==> config.mk <==
export PLATFORM = sky130hd
export DESIGN_NAME = route_cost_truncation_select
export DESIGN_NICKNAME = d
export VERILOG_FILES = /design/src/rcts_pkg.sv /design/src/route_cost_truncation_select.sv /design/src/rcts_ram.sv /design/src/rcts_selector.sv
export SDC_FILE = /design/constraint.sdc
export NUM_CORES = 2
export LEC_CHECK = 0
export BUFFER_PORTS_ARGS = -buffer_cell sky130_fd_sc_hd__buf_2
export CORE_MARGIN = 5
export CORE_UTILIZATION = 57
export CTS_CLUSTER_DIAMETER = 80
export DETAILED_ROUTE_END_ITERATION = 6
export MAX_ROUTING_LAYER = met4
export PLACE_DENSITY = 0.76
export SLEW_MARGIN = 0
export SYNTH_ARGS = -nofsm -noshare
export SYNTH_HDL_FRONTEND = slang
export SYNTH_SLANG_ARGS = --single-unit
==> constraint.sdc <==
create_clock -name clk -period 5.25 [get_ports clk]
set_clock_uncertainty 0.05 [all_clocks]
set_input_delay 0.2625 -clock clk [delete_from_list [all_inputs] [get_ports clk]]
set_output_delay 0.2625 -clock clk [all_outputs]
set_load 0.02 [all_outputs]
==> src/rcts_pkg.sv <==
// Shared types and constants of the route cost truncation select block.
package rcts_pkg;

  localparam int COST_W = 12;
  localparam int DIST_W = 8;
  localparam int KEEP_W = 7;
  localparam int RANK_W = 6;
  localparam int OUT_IDX_W = 6;
  localparam int CITY_FIELD_W = 4;

  localparam logic [COST_W-1:0] COST_MAX = 12'd4095;
  localparam logic [KEEP_W-1:0] RESULT_MAX = 7'd64;
  localparam logic [KEEP_W-1:0] KEEP_RESET = 7'd32;

  localparam logic [1:0] OP_LOAD = 2'd0;
  localparam logic [1:0] OP_CITY = 2'd1;
  localparam logic [1:0] OP_SELECT = 2'd2;
  localparam logic [1:0] OP_NOP = 2'd3;

  typedef struct packed {
    logic [RANK_W-1:0]    rank;
    logic [OUT_IDX_W-1:0] route_index;
    logic [COST_W-1:0]    route_cost;
    logic                 last;
  } result_t;

  typedef struct packed {
    logic              start;
    logic [KEEP_W-1:0] n;
  } sel_cmd_t;

  typedef struct packed {
    logic res_valid;
    logic done;
  } sel_stat_t;

endpackage

==> src/route_cost_truncation_select.sv <==
// Top level of the route cost truncation select block.
//
// Usage: requests enter on the in_ channel (valid/stall). A load request writes
// one entry of the distance table at acceptance. A city request reads the
// table entry from the previous city to this one and adds it to the running
// route cost: the read is issued at acceptance and the sum formed in S_CITY.
// The city that closes a route stores its cost, saturated at 4095, under the
// next arrival index; a route ending with the store full is dropped.
// A select request emits min(keep_count, 64, stored routes) results on the
// out_ channel in ascending cost order, ties to the lower index, then empties
// the store. Each result needs one full scan of the cost store through its
// single read port; in_stall stays high until the last result is loaded.
// Results pass through one output register: a stalled receiver holds that
// register and pauses the scan, nothing is lost. The keep_count register is
// written on the cfg_ channel at any time the block is idle; it is always ready.
// Reset (synchronous, active low) empties the store, restarts the route and
// sets keep_count to 32. The memories are not cleared and need no clearing pass.
module route_cost_truncation_select import rcts_pkg::*; #(
  parameter int MAX_CITIES = 16,
  parameter int MAX_ROUTES = 64
) (
  input  logic                    clk,
  input  logic                    rst_n,
  input  logic                    in_valid,
  output logic                    in_stall,
  input  logic [1:0]              in_opcode,
  input  logic [CITY_FIELD_W-1:0] in_from_city,
  input  logic [CITY_FIELD_W-1:0] in_to_city,
  input  logic [DIST_W-1:0]       in_distance,
  input  logic [CITY_FIELD_W-1:0] in_city,
  input  logic                    in_end_of_route,
  output logic                    out_valid,
  input  logic                    out_stall,
  output logic [RANK_W-1:0]       out_rank,
  output logic [OUT_IDX_W-1:0]    out_route_index,
  output logic [COST_W-1:0]       out_route_cost,
  output logic                    out_last,
  input  logic                    cfg_valid,
  output logic                    cfg_ready,
  input  logic [KEEP_W-1:0]       cfg_keep_count
);

  localparam int CW   = $clog2(MAX_CITIES);
  localparam int TAW  = $clog2(MAX_CITIES * MAX_CITIES);
  localparam int IDXW = $clog2(MAX_ROUTES);
  localparam int CNTW = $clog2(MAX_ROUTES + 1);
  localparam int CMPW = (CNTW > KEEP_W) ? CNTW : KEEP_W;

  localparam logic [1:0] S_IDLE = 2'd0;
  localparam logic [1:0] S_CITY = 2'd1;
  localparam logic [1:0] S_SEL  = 2'd2;

  // City numbers are reduced modulo the table size; at most eight subtractions.
  function automatic logic [CW-1:0] city_mod(input logic [CITY_FIELD_W-1:0] v);
    logic [6:0] t;
    t = 7'(v);
    for (int k = 0; k < 8; k++) begin
      if (t >= 7'(MAX_CITIES)) begin
        t = t - 7'(MAX_CITIES);
      end
    end
    return CW'(t);
  endfunction

  logic [1:0]        state_r;
  logic [KEEP_W-1:0] keep_r;
  logic [CNTW-1:0]   route_count_r;
  logic [CW-1:0]     prev_city_r;
  logic              at_start_r;
  logic [COST_W-1:0] run_cost_r;
  logic [CW-1:0]     cur_city_r;
  logic              cur_end_r;

  logic              out_valid_r;
  result_t           out_res_r;

  logic              in_acc;
  logic [CW-1:0]     from_c;
  logic [CW-1:0]     to_c;
  logic [CW-1:0]     route_c;
  logic              tbl_we;
  logic [TAW-1:0]    tbl_waddr;
  logic              tbl_re;
  logic [TAW-1:0]    tbl_raddr;
  logic [DIST_W-1:0] tbl_rdata;

  logic [COST_W:0]   cost_sum;
  logic [COST_W-1:0] cost_nxt;
  logic              store_we;

  logic [KEEP_W-1:0] keep_lim;
  logic [KEEP_W-1:0] sel_n;
  sel_cmd_t          sel_cmd;
  sel_stat_t         sel_stat;
  result_t           sel_res;
  logic              sel_rd_en;
  logic [IDXW-1:0]   sel_rd_addr;
  logic [COST_W-1:0] store_rdata;
  logic              out_load;

  assign in_stall  = (state_r != S_IDLE);
  assign in_acc    = in_valid && !in_stall;
  assign cfg_ready = 1'b1;

  assign from_c  = city_mod(in_from_city);
  assign to_c    = city_mod(in_to_city);
  assign route_c = city_mod(in_city);

  // Distance table: loads write at acceptance, city requests read at acceptance.
  assign tbl_we    = in_acc && (in_opcode == OP_LOAD);
  assign tbl_waddr = TAW'(from_c * MAX_CITIES + to_c);
  assign tbl_re    = in_acc && (in_opcode == OP_CITY);
  assign tbl_raddr = TAW'(prev_city_r * MAX_CITIES + route_c);

  rcts_ram #(
    .W     (DIST_W),
    .DEPTH (MAX_CITIES * MAX_CITIES),
    .AW    (TAW)
  ) u_dist_table (
    .clk   (clk),
    .we    (tbl_we),
    .waddr (tbl_waddr),
    .wdata (in_distance),
    .re    (tbl_re),
    .raddr (tbl_raddr),
    .rdata (tbl_rdata)
  );

  // Running cost update in the S_CITY state of a city request; the first city
  // of a route contributes nothing.
  assign cost_sum = {1'b0, run_cost_r} + (COST_W + 1)'(tbl_rdata);
  always_comb begin
    if (at_start_r) begin
      cost_nxt = '0;
    end else if (cost_sum[COST_W]) begin
      cost_nxt = COST_MAX;
    end else begin
      cost_nxt = cost_sum[COST_W-1:0];
    end
  end

  assign store_we = (state_r == S_CITY) && cur_end_r &&
                    (route_count_r < CNTW'(MAX_ROUTES));

  rcts_ram #(
    .W     (COST_W),
    .DEPTH (MAX_ROUTES),
    .AW    (IDXW)
  ) u_cost_store (
    .clk   (clk),
    .we    (store_we),
    .waddr (route_count_r[IDXW-1:0]),
    .wdata (cost_nxt),
    .re    (sel_rd_en),
    .raddr (sel_rd_addr),
    .rdata (store_rdata)
  );

  // Number of results for a select: keep_count, clipped to 64 and to the store.
  assign keep_lim = (keep_r > RESULT_MAX) ? RESULT_MAX : keep_r;
  assign sel_n    = (CMPW'(route_count_r) < CMPW'(keep_lim)) ? KEEP_W'(route_count_r)
                                                            : keep_lim;

  assign sel_cmd.start = in_acc && (in_opcode == OP_SELECT) && (sel_n != '0);
  assign sel_cmd.n     = sel_n;

  // A result moves into the output register whenever that register is free
  // or is being emptied in the same cycle.
  assign out_load = sel_stat.res_valid && (!out_valid_r || !out_stall);

  rcts_selector #(
    .IDXW (IDXW),
    .CNTW (CNTW)
  ) u_selector (
    .clk     (clk),
    .rst_n   (rst_n),
    .cmd     (sel_cmd),
    .count   (route_count_r),
    .take    (out_load),
    .rd_data (store_rdata),
    .rd_en   (sel_rd_en),
    .rd_addr (sel_rd_addr),
    .stat    (sel_stat),
    .res     (sel_res)
  );

  always_ff @(posedge clk) begin
    if (!rst_n) begin
      state_r       <= S_IDLE;
      keep_r        <= KEEP_RESET;
      route_count_r <= '0;
      prev_city_r   <= '0;
      at_start_r    <= 1'b1;
      run_cost_r    <= '0;
    end else begin
      if (cfg_valid && cfg_ready) begin
        keep_r <= cfg_keep_count;
      end
      case (state_r)
        S_IDLE: begin
          if (in_acc && in_opcode == OP_CITY) begin
            state_r <= S_CITY;
          end else if (in_acc && in_opcode == OP_SELECT) begin
            if (sel_n == '0) begin
              route_count_r <= '0;
            end else begin
              state_r <= S_SEL;
            end
          end
        end
        S_CITY: begin
          prev_city_r <= cur_city_r;
          state_r     <= S_IDLE;
          if (cur_end_r) begin
            at_start_r <= 1'b1;
            run_cost_r <= '0;
            if (store_we) begin
              route_count_r <= route_count_r + 1'b1;
            end
          end else begin
            at_start_r <= 1'b0;
            run_cost_r <= cost_nxt;
          end
        end
        S_SEL: begin
          if (sel_stat.done) begin
            route_count_r <= '0;
            state_r       <= S_IDLE;
          end
        end
        default: begin
          state_r <= S_IDLE;
        end
      endcase
    end
  end

  always_ff @(posedge clk) begin
    if (tbl_re) begin
      cur_city_r <= route_c;
      cur_end_r  <= in_end_of_route;
    end
  end

  always_ff @(posedge clk) begin
    if (!rst_n) begin
      out_valid_r <= 1'b0;
    end else if (out_load) begin
      out_valid_r <= 1'b1;
    end else if (!out_stall) begin
      out_valid_r <= 1'b0;
    end
  end

  always_ff @(posedge clk) begin
    if (out_load) begin
      out_res_r <= sel_res;
    end
  end

  assign out_valid       = out_valid_r;
  assign out_rank        = out_res_r.rank;
  assign out_route_index = out_res_r.route_index;
  assign out_route_cost  = out_res_r.route_cost;
  assign out_last        = out_res_r.last;

`ifndef SYNTHESIS
  // A city request always returns from S_CITY straight to S_IDLE.
  a_city_two_cycles: assert property (@(posedge clk) disable iff (!rst_n)
    (state_r == S_CITY) |=> (state_r == S_IDLE))
    else $error("city request overran its second cycle");

  // The store count never passes the capacity.
  a_count_bound: assert property (@(posedge clk) disable iff (!rst_n)
    route_count_r <= CNTW'(MAX_ROUTES))
    else $error("route count beyond capacity");

  // The selector only finishes while a select is in progress, and the store is emptied.
  a_done_in_select: assert property (@(posedge clk) disable iff (!rst_n)
    sel_stat.done |-> (state_r == S_SEL))
    else $error("selection finished outside a select request");

  a_done_clears: assert property (@(posedge clk) disable iff (!rst_n)
    sel_stat.done |=> (route_count_r == '0))
    else $error("route store not emptied after selection");
`endif

endmodule

==> src/rcts_ram.sv <==
// Simple dual-port synchronous RAM with one write port and a registered read port.
module rcts_ram #(
  parameter int W     = 8,
  parameter int DEPTH = 256,
  parameter int AW    = 8
) (
  input  logic          clk,
  input  logic          we,
  input  logic [AW-1:0] waddr,
  input  logic [W-1:0]  wdata,
  input  logic          re,
  input  logic [AW-1:0] raddr,
  output logic [W-1:0]  rdata
);

  logic [W-1:0] mem [DEPTH];

  always_ff @(posedge clk) begin
    if (we) begin
      mem[waddr] <= wdata;
    end
  end

  always_ff @(posedge clk) begin
    if (re) begin
      rdata <= mem[raddr];
    end
  end

endmodule

==> src/rcts_selector.sv <==
// Selection engine: repeated scans of the cost store for the next lowest cost.
module rcts_selector import rcts_pkg::*; #(
  parameter int IDXW = 6,
  parameter int CNTW = 7
) (
  input  logic              clk,
  input  logic              rst_n,
  input  sel_cmd_t          cmd,
  input  logic [CNTW-1:0]   count,
  input  logic              take,
  input  logic [COST_W-1:0] rd_data,
  output logic              rd_en,
  output logic [IDXW-1:0]   rd_addr,
  output sel_stat_t         stat,
  output result_t           res
);

  localparam logic [1:0] SS_IDLE = 2'd0;
  localparam logic [1:0] SS_SCAN = 2'd1;
  localparam logic [1:0] SS_EMIT = 2'd2;

  logic [1:0]        st_r;
  logic [KEEP_W-1:0] n_r;
  logic [KEEP_W-1:0] rank_r;
  logic [CNTW-1:0]   scan_r;
  logic              pv_r;
  logic [IDXW-1:0]   pidx_r;
  logic              found_r;
  logic [COST_W-1:0] best_cost_r;
  logic [IDXW-1:0]   best_idx_r;
  logic              have_last_r;
  logic [COST_W-1:0] last_cost_r;
  logic [IDXW-1:0]   last_idx_r;

  logic              issue;
  logic              elig;
  logic              better;
  logic              final_rank;
  logic [KEEP_W-1:0] rank_inc;

  assign issue   = (st_r == SS_SCAN) && (scan_r < count);
  assign rd_en   = issue;
  assign rd_addr = scan_r[IDXW-1:0];

  // A candidate must come strictly after the previous pick in (cost, index) order.
  assign elig = !have_last_r || (rd_data > last_cost_r) ||
                ((rd_data == last_cost_r) && (pidx_r > last_idx_r));
  // Entries arrive in index order, so a strict compare keeps the lower index on ties.
  assign better = elig && (!found_r || (rd_data < best_cost_r));

  assign rank_inc   = rank_r + 7'd1;
  assign final_rank = (rank_inc == n_r);

  assign stat.res_valid = (st_r == SS_EMIT);
  assign stat.done      = (st_r == SS_EMIT) && take && final_rank;

  assign res.rank        = rank_r[RANK_W-1:0];
  assign res.route_index = OUT_IDX_W'(best_idx_r);
  assign res.route_cost  = best_cost_r;
  assign res.last        = final_rank;

  always_ff @(posedge clk) begin
    if (!rst_n) begin
      st_r <= SS_IDLE;
      pv_r <= 1'b0;
    end else begin
      pv_r <= issue;
      case (st_r)
        SS_IDLE: begin
          if (cmd.start) begin
            st_r <= SS_SCAN;
          end
        end
        SS_SCAN: begin
          if (!issue && !pv_r) begin
            st_r <= SS_EMIT;
          end
        end
        SS_EMIT: begin
          if (take) begin
            st_r <= final_rank ? SS_IDLE : SS_SCAN;
          end
        end
        default: begin
          st_r <= SS_IDLE;
        end
      endcase
    end
  end

  always_ff @(posedge clk) begin
    pidx_r <= rd_addr;
    if (st_r == SS_IDLE && cmd.start) begin
      n_r         <= cmd.n;
      rank_r      <= '0;
      scan_r      <= '0;
      found_r     <= 1'b0;
      have_last_r <= 1'b0;
    end else if (st_r == SS_SCAN) begin
      if (issue) begin
        scan_r <= scan_r + 1'b1;
      end
      if (pv_r && better) begin
        found_r     <= 1'b1;
        best_cost_r <= rd_data;
        best_idx_r  <= pidx_r;
      end
    end else if (st_r == SS_EMIT && take) begin
      last_cost_r <= best_cost_r;
      last_idx_r  <= best_idx_r;
      have_last_r <= 1'b1;
      rank_r      <= rank_inc;
      scan_r      <= '0;
      found_r     <= 1'b0;
    end
  end

endmodule

==> results_dict.tcl <==
set metrics [dict create \
    syn-num-nets 5722 \
    reg2reg_to "u_dist_table.mem[115][5]" \
    cts_tree "built" \
    place_area_um2 119700 \
    yosys.area.top_type_share_pct 75.39 \
    cp_slowest_cell "nor2_1" \
    r2r_slack_ns 1.0 \
    grt_max_degree 140 \
    fin_cells 8781 \
    gr-usage-all-layers_pct 27.52 \
    start_util_pct 57.27 \
    powerDensity_nw_per_um2 389.6 \
    synthTopCellsByCount "edfxtp_1 (2909), mux4_2 (650), nor2_1 (404)" \
    finalNetCount 5970 \
    drc 0 \
    core.rowCount 165 \
    critical_path.endpoint "u_dist_table.mem[115][5]" \
    h-tree-depth 5 \
    synth.largest_area_cell "edfxtp_1" \
    area_growth_pct 11.78 \
    synth_flop_cell "edfxtp_1" \
    via_per_inst 6.678 \
    cts_buffers 302 \
    core_um2 202300 \
    dp_cells 8226 \
    path_clk_slew_ns 0.07 \
    finalCritPeriodShare_pct 80.97 \
    yosys.cell_types.count 70 \
    yosys-top-cells-area "edfxtp_1 (75%), mux4_2 (13%), mux2i_1 (2.7%), nor2_1 (1.3%), dfxtp_1 (1.0%)" \
    tns_ns 0 \
    p_leak_nw 41.45 \
    async_flop_share_pct 0 \
    wl_per_cell_um 32.08 \
    finalWeightedCongestion 0.8958 \
    setup_viol 0 \
    cts.sinks 2968 \
    syn_avg_cell_area_um2 20.57 \
    antenna_found_initial 16 \
    hold_viol_final 0 \
    status "finished clean" \
    end_kind "flip-flop" \
    synth.most_common_cell "edfxtp_1" \
    power_mw 50.46 \
    hpwl_um 165200 \
    place_ws_ns 1.164 \
    slew_headroom_pct 14.51 \
    die_h_um 460.9 \
    layout-drive-gt1-share_pct 22.27 \
    synth_area_um2 115900 \
    ir_drop_mv 0.4159 \
    pin_count 63 \
    grt_pass1_wl_um 411400 \
    drv_cap 0 \
    clock_path_buffers 4 \
    port_buffers 61 \
    max_freq_mhz 235.2 \
    ys_seq_area_share_pct 76.41 \
    critPathMaxStageDelay_ns 0.95 \
    tightest_slew_ns 1.279 \
    cp.arrival_ns 4.72 \
    firstDrtPassIters 6 \
    startpoint_type "flip-flop" \
    reg2reg_depth 7 \
    path_common_cell "nor2_1" \
    drv_slew 0 \
    critPathKind "reg -> reg" \
    startpoint "state_r[0]" \
    drtIter0Drc 8748 \
    worst_slack_ns 0.9991 \
    reg2reg_from "state_r[0]" \
    grt_pass1_vias 58550 \
    grt.overflow.total 0 \
    totalWireLength_um 281700 \
    postRouteAntennaNets 0 \
    fin_area_um2 129500 \
    die_width_um 460.9 \
    rsz0062_at_grt "false" \
    dr_total_vias 58643 \
    clk_latency_ns 0.93 \
    synth_seq_cells 2968 \
    path_cells "nor2_1, nand2_1, nor3_2, nand2_1, nor2_1, nand3_1, nor2_1" \
    synthCells 5634 \
    fillers 12820 \
    cts_root_buffer "clkbuf_16" \
    required_ns 5.72 \
    period_needed_ns 4.251 \
    hold_class "in -> reg" \
    worst-path-max-fanout 16 \
    ys_warn_count 0 \
    synth_edf_count 2909 \
    die-area_um2 212400 \
]
## metrics by stage
stage          hold WS, ns  utilization [%]
2_1_floorplan       0.3019                -
3_3_place_gp        0.3665            59.17
3_5_place_dp        0.3791            59.17
4_1_cts           0.004602            64.00
5_1_grt            0.02383            64.02
6_report         0.0004284            64.02
## worst min path at each step
stage / from / endpoint / slack [ns] / cells past startpoint
final: in_distance[0] / u_dist_table.mem[249][0] / 0.0004 / 1
after global placement: u_selector.pidx_r[0] / u_selector.best_idx_r[0] / 0.37 / 0
after global routing: in_distance[0] / u_dist_table.mem[34][0] / 0.02 / 1
after detailed placement: u_selector.pidx_r[1] / u_selector.best_idx_r[1] / 0.38 / 0
after CTS: in_city[2] / cur_city_r[2] / 0.005 / 2
after floorplan: u_selector.scan_r[0] / u_selector.pidx_r[0] / 0.30 / 0
## cells by family after synthesis
group	after synthesis	synth area share [%]
other	1	0.003236
AOI/OAI and AO/OA	433	2.624
adders and majority gates	53	0.5788
DFF	2968	76.41
muxes	983	15.53
buffers and inverters	358	1.641
xor gates and xnor gates	24	0.1814
and+or+nand+nor	814	3.036
## final cells by class
class	count	area [um^2]	share of cell area [%]
flip-flops and latches	2968	88550	68.37
well taps	2672	3343	2.581
repair buffers	247	2202	1.700
clock buffers	358	7956	6.143
clock inverters	161	1580	1.220
inverters	55	209.0	0.1613
multi-input cells	2308	25650	19.80
diodes	12	30.03	0.02319
## per-layer routing
metal	up-vias	part of all wire (%)	wire, um	GRT usage, %
li1	23754	-	-	-
met1	30196	36	101900	36.47
met2	3949	48	136200	42.23
met3	744	10	29270	5.693
met4	0	5.1	14320	11.87
met5	-	0	0	-
## placed cells by master, fill, tap and decap left out, drive strengths merged, types with 11 or more instances in the layout
cell type | synthesis | layout
a21oi | 81 | 81
a221oi | 87 | 87
a22oi | 111 | 111
buf | 162 | 215
bufinv | 0 | 29
clkbuf | 141 | 366
clkinv | 3 | 117
clkinvlp | 0 | 11
dfxtp | 59 | 59
diode | 0 | 12
dlygate4sd3 | 0 | 24
edfxtp | 2909 | 2909
ha | 52 | 52
inv | 52 | 59
mux2 | 16 | 16
mux2i | 317 | 317
mux4 | 650 | 650
nand2 | 198 | 198
nand3 | 60 | 60
nand4 | 29 | 29
nor2 | 405 | 405
nor2b | 20 | 20
nor3 | 29 | 29
nor4 | 12 | 12
o21ai | 57 | 57
o22ai | 24 | 24
or3 | 19 | 19
xor2 | 15 | 15
## critical path: cells and delay by family (launching register included)
kind / cells / cell delay, ns
DFF: 1 / 0.37
and+or+nand+nor: 7 / 3.42
## repair_timing
item,4_1_cts,5_1_grt
hold buffers,24,0
gates resized for setup,0,0
endpoints found under the hold margin,44,0
setup buffers,0,0
## state kept, by name (all words and copies together), names as in the netlist, 7 cells and up
register,cells
u_selector.scan_r,7
route_count_r,7
u_dist_table.rdata,8
u_selector.n_r,7
u_selector.rank_r,7
u_cost_store.mem,768
u_selector.best_cost_r,12
keep_r,7
u_selector.last_cost_r,12
run_cost_r,12
u_dist_table.mem,2048
u_cost_store.rdata,12
out_route_cost,12
## power breakdown
part	total, mW	internal (mW)	leakage, nW	switching, mW
clock network	20.9	12.2	4.65	8.71
registers	26.1	26.0	27.3	0.109
logic	3.44	1.55	9.52	1.89
total	50.5	39.7	41.5	10.7
Note: power is estimated with default switching activity, not from simulation.
